--- src/rtl/v3alu_sqrt.sv ---
// pipelined rounded integer square root, one root bit per stage
module v3alu_sqrt #(
	parameter int W = 32
) (
	input  logic           clk,
	input  logic [2*W-1:0] s,
	output logic [W:0]     root
);

	logic [2*W-1:0] rem_q  [W];
	logic [W-1:0]   root_q [W];
	logic [W:0]     rnd_q;

	for (genvar k = 0; k < W; k++) begin : g_stage
		localparam int B = W - 1 - k;
		logic [2*W-1:0] rin;
		logic [W-1:0]   qin;
		logic [2*W:0]   trial;
		logic           ge;

		if (k == 0) begin : g_first
			assign rin = s;
			assign qin = '0;
		end else begin : g_next
			assign rin = rem_q[k-1];
			assign qin = root_q[k-1];
		end

		// (r + 2^b)^2 - r^2
		assign trial = ((2*W+1)'(qin) << (B + 1)) + ((2*W+1)'(1) << (2 * B));
		assign ge    = {1'b0, rin} >= trial;

		always_ff @(posedge clk) begin
			rem_q[k]  <= ge ? (rin - trial[2*W-1:0]) : rin;
			root_q[k] <= ge ? (qin | (W'(1) << B)) : qin;
		end
	end

	// round to nearest: bump when remainder exceeds the root
	always_ff @(posedge clk) begin
		rnd_q <= {1'b0, root_q[W-1]} + (W+1)'(rem_q[W-1] > (2*W)'(root_q[W-1]));
	end

	assign root = rnd_q;

endmodule

--- config.mk ---
export PLATFORM = sky130hd
export DESIGN_NAME = v3alu_sqrt
export DESIGN_NICKNAME = d
export VERILOG_FILES = /design/src/rtl/v3alu_sqrt.sv
export SDC_FILE = /design/constraint.sdc
export NUM_CORES = 2
export LEC_CHECK = 0
export BUFFER_PORTS_ARGS = -buffer_cell sky130_fd_sc_hd__buf_4
export CORE_MARGIN = 2
export CORE_UTILIZATION = 26
export CTS_CLUSTER_DIAMETER = 30
export CTS_CLUSTER_SIZE = 14
export DETAILED_ROUTE_END_ITERATION = 10
export GPL_TIMING_DRIVEN = 1
export PLACE_DENSITY = 0.42
export SYNTH_ARGS = -nofsm -noshare
export SYNTH_HDL_FRONTEND = slang
export SYNTH_SLANG_ARGS = --single-unit
--- constraint.sdc ---
create_clock -name clk -period 4.7 [get_ports clk]
set_input_delay 0.705 -clock clk [delete_from_list [all_inputs] [get_ports clk]]
set_output_delay 0.705 -clock clk [all_outputs]
set_load 0.01 [all_outputs]
==> qor.csv <==
stage,metric,value,unit
route,wl_per_cell,19.69,um
sta,fin_skew,0.05759,ns
sta,worst_slack,0.4612,ns
worst_setup_path,critical_path_class,reg2reg,
floorplanning,fp.dieW,625.2,um
final_layout,layout.cells.non_filler,16235,
route,ant_nets,0,
floorplanning,die_h,625.2,um
sta,hold_viol_final,0,
route,dr.pass1.iters,5,
floorplanning,fp.coreArea,384800,sq um
placed_design,place_inst,15280,
sta,worst_pin_slew,1.207,ns
synth,synth_top_cell_area_share,52.05,%
synth,syn_inst,10213,
worst_setup_path,reg2reg_to,rem_q[1][702]$_DFF_P_,
worst_setup_path,cp-startpoint,rem_q[1][628]$_DFF_P_,
synth,synthTopCellsByArea,"dfxtp_1, ha_1, xnor2_1",
status,status,finished clean,
sta,min_period,4.239,ns
placed_design,hpwl,259.1,mm
placed_design,dp_slack,0.2876,ns
run,drv_cap,0,
synth,ys_warn_count,0,
floorplanning,num_rows,228,
synth,synthArstFlopShare,0,%
worst_setup_path,crit_chain,nor4_1 -> buf_4 -> nand4_1 -> or4_1 -> o41ai_1 -> or3_1 -> a31oi_4 -> or3_1 -> nand2b_1 -> nor3_1 -> xor2_1,
sta,max_freq,235.9,MHz
synth,avgSynthCellArea,9.824,sq um
sta,fin_crit_sh,90.19,%
worst_setup_path,crit_path_start_kind,flop,
sta,fin_setup_tns,0,ns
clocking,clk_pin_slew,0.05,ns
clocking,cts_tree,built,
synth,synth_edf_count,0,
worst_setup_path,crit_slowest_cell,nor4_1,
sta,slew_violations,0,
route,routed_wl,319.7,mm
placed_design,io_buffers,97,
worst_setup_path,cp.arrival,5.05,ns
final_layout,postLayoutCoreUtil,32.52,%
power,p_leak,0.05587,uW
synth,yosysUniqueCellTypes,97,
worst_setup_path,crit_path_end,rem_q[1][702]$_DFF_P_,
synth,seq_area_frac_synth,52.05,%
grt,grt_usage,15.95,%
route,drc,0,
synth,synth_area,100300,sq um
grt,grt_max_degree,61,
clocking,cts_sinks,2609,
placed_design,gp_congestion,0.8932,
route,avgViaCountPerCell,4.570,
floorplanning,ios,98,
worst_setup_path,regToRegSetupSlack,0.46,ns
worst_setup_path,reg2reg_depth,11,
final_layout,n_fill_cell,39183,
synth,netlist.top_cell.by_area,dfxtp_1,
sta,rsz0062_at_grt,false,
power,power_density,685.4,nW/um^2
grt,gr-total-overflow,0,
clocking,clockBufferDepth,4,
worst_setup_path,cp_slowest_stage_delay,1.04,ns
worst_setup_path,r2r_start,rem_q[1][628]$_DFF_P_,
worst_setup_path,crit_path_end_kind,flop,
worst_setup_path,cp_common_cell,or3_1,
power,vdd_drop_max,0.4481,mV
worst_setup_path,cp_max_fo,7,
synth,ys_ff_latch,2609,
sta,maxSlewHeadroom,18.77,%
synth,syn-num-nets,10873,
sta,setup_viol,0,
worst_setup_path,required,5.51,ns
sta,holdWs,0.09370,ns
route,dr_total_vias,74199,
clocking,cts_root_buffer,clkbuf_16,
final_layout,area_delta_synth_final,24.75,%
final_layout,drive_gt1_share,11.16,%
route,drtIter0Drc,3600,
grt,first_global_vias,76703,
clocking,clk_latency,0.94,ns
clocking,cts-resized-gates,0,
synth,synth_flop_cell,dfxtp_1,
min_path,hold_path_class,in2reg,
floorplanning,die_area,390900,sq um
floorplanning,start_util,26.07,%
final_layout,nets,11422,
grt,antenna_found_initial,6,
clocking,cts_buffers,477,
clocking,h-tree-depth,5,
grt,grt_pass1_wl,477.2,mm
layer usage:
layer / part of all wire (%) / vias up / routed length (um) / GRT usage (%)
met5: 0.0025 / - / 8 / 0
met4: 6.0 / 2 / 19180 / 9.030
met3: 3.1 / 702 / 9908 / 2.196
met2: 52 / 1529 / 167100 / 30.22
met1: 39 / 35060 / 123400 / 16.76
li1: - / 36906 / - / -
synthesized netlist by cell type (all sizes together), types with 36 or more instances:
cell and count:
a211oi 48, a21o 236, a21oi 653, a31oi 45
and3 36, clkbuf 184, dfxtp 2609, ha 595
inv 731, mux2 73, nand2 706, nand2b 117
nand3 176, nand4 179, nor2 657, nor2b 82
nor3 297, nor4 347, nor4b 47, o211ai 41
o21a 96, o21ai 522, o21bai 69, o31ai 47
or2 59, or3 122, or4 86, xnor2 505
xor2 467
layout by cell type (no fill, tap or decap), drive strengths merged, types with 176 or more instances in the layout:
| cell type | instances |
|---|---|
| inv | 825 |
| nor4 | 347 |
| nor2 | 657 |
| nand4 | 179 |
| a21o | 236 |
| dfxtp | 2609 |
| clkbuf | 558 |
| ha | 595 |
| a21oi | 653 |
| xnor2 | 505 |
| nor3 | 297 |
| nand2 | 706 |
| xor2 | 467 |
| o21ai | 522 |
| nand3 | 176 |
| buf | 217 |
kinds of logic after synthesis:
| group | share of synthesized area [%] |
|---|---|
| simple gates | 15.60 |
| flops | 52.05 |
| compound gates | 11.92 |
| xor+xnor | 8.485 |
| buf+inv | 3.546 |
| fa+ha+maj | 7.420 |
| mux | 0.9689 |
final cells by class:
type                            instances  area (sq um)  area share (%)
Antenna cell                            4         10.01        0.007997
Clock buffer                          558         12800           10.23
Clock inverter                        330          4085           3.264
Inverter                              731          2744           2.192
Multi-Input combinational cell       6663         44650           35.67
Sequential cell                      2609         52230           41.73
Tap cell                             5060          6331           5.058
Timing Repair Buffer                  280          2320           1.853
sequential cells by signal (all words and copies together) (netlist names):
register / count
rem_q: 2048
root: 33
root_q: 528
power breakdown:
| group | switching (uW) | internal, uW |
|---|---|---|
| sequential | 5580 | 27300 |
| clock | 12100 | 23000 |
| combinational | 10200 | 7600 |
what timing repair did:
item                       in CTS  in global routing
setup endpoints to repair       0                  0
setup buffers                   0                  0
hold endpoints to repair       63                  0
hold buffers                   63                  0
metrics by stage:
| stage | cell area, sq um | power (uW) |
|---|---|---|
| after floorplan | 100300 | 43290 |
| after global placement | 107600 | 51180 |
| after detailed placement | 107600 | 51150 |
| after CTS | 125200 | 86810 |
| after global routing | 125200 | 90120 |
| final | 125200 | 85790 |
worst max-delay path, delay by kind of cell (launching register included):
kind	cells	cell delay (ns)
AO/OA/AOI/OAI	2	0.49
XOR/XNOR	1	0.18
buffers and inverters	1	0.24
flip-flops	1	0.37
AND/OR/NAND/NOR	7	2.85
worst min path at each step:
stage               slack [ns]  depth (start not counted)                   start                     to
detailed placement        0.33                          0   rem_q[0][797]$_DFF_P_  rem_q[0][861]$_DFF_P_
global placement          0.33                          0  root_q[6][102]$_DFF_P_   root_q[7][6]$_DFF_P_
CTS                       0.01                          3                   s[62]   rem_q[0][62]$_DFF_P_
finish                    0.09                          3                   s[62]   rem_q[0][62]$_DFF_P_
global route              0.06                          3                   s[62]   rem_q[0][62]$_DFF_P_
floorplan                 0.32                          0   rem_q[0][921]$_DFF_P_  rem_q[0][985]$_DFF_P_
Note: power is estimated with default switching activity, not from simulation.
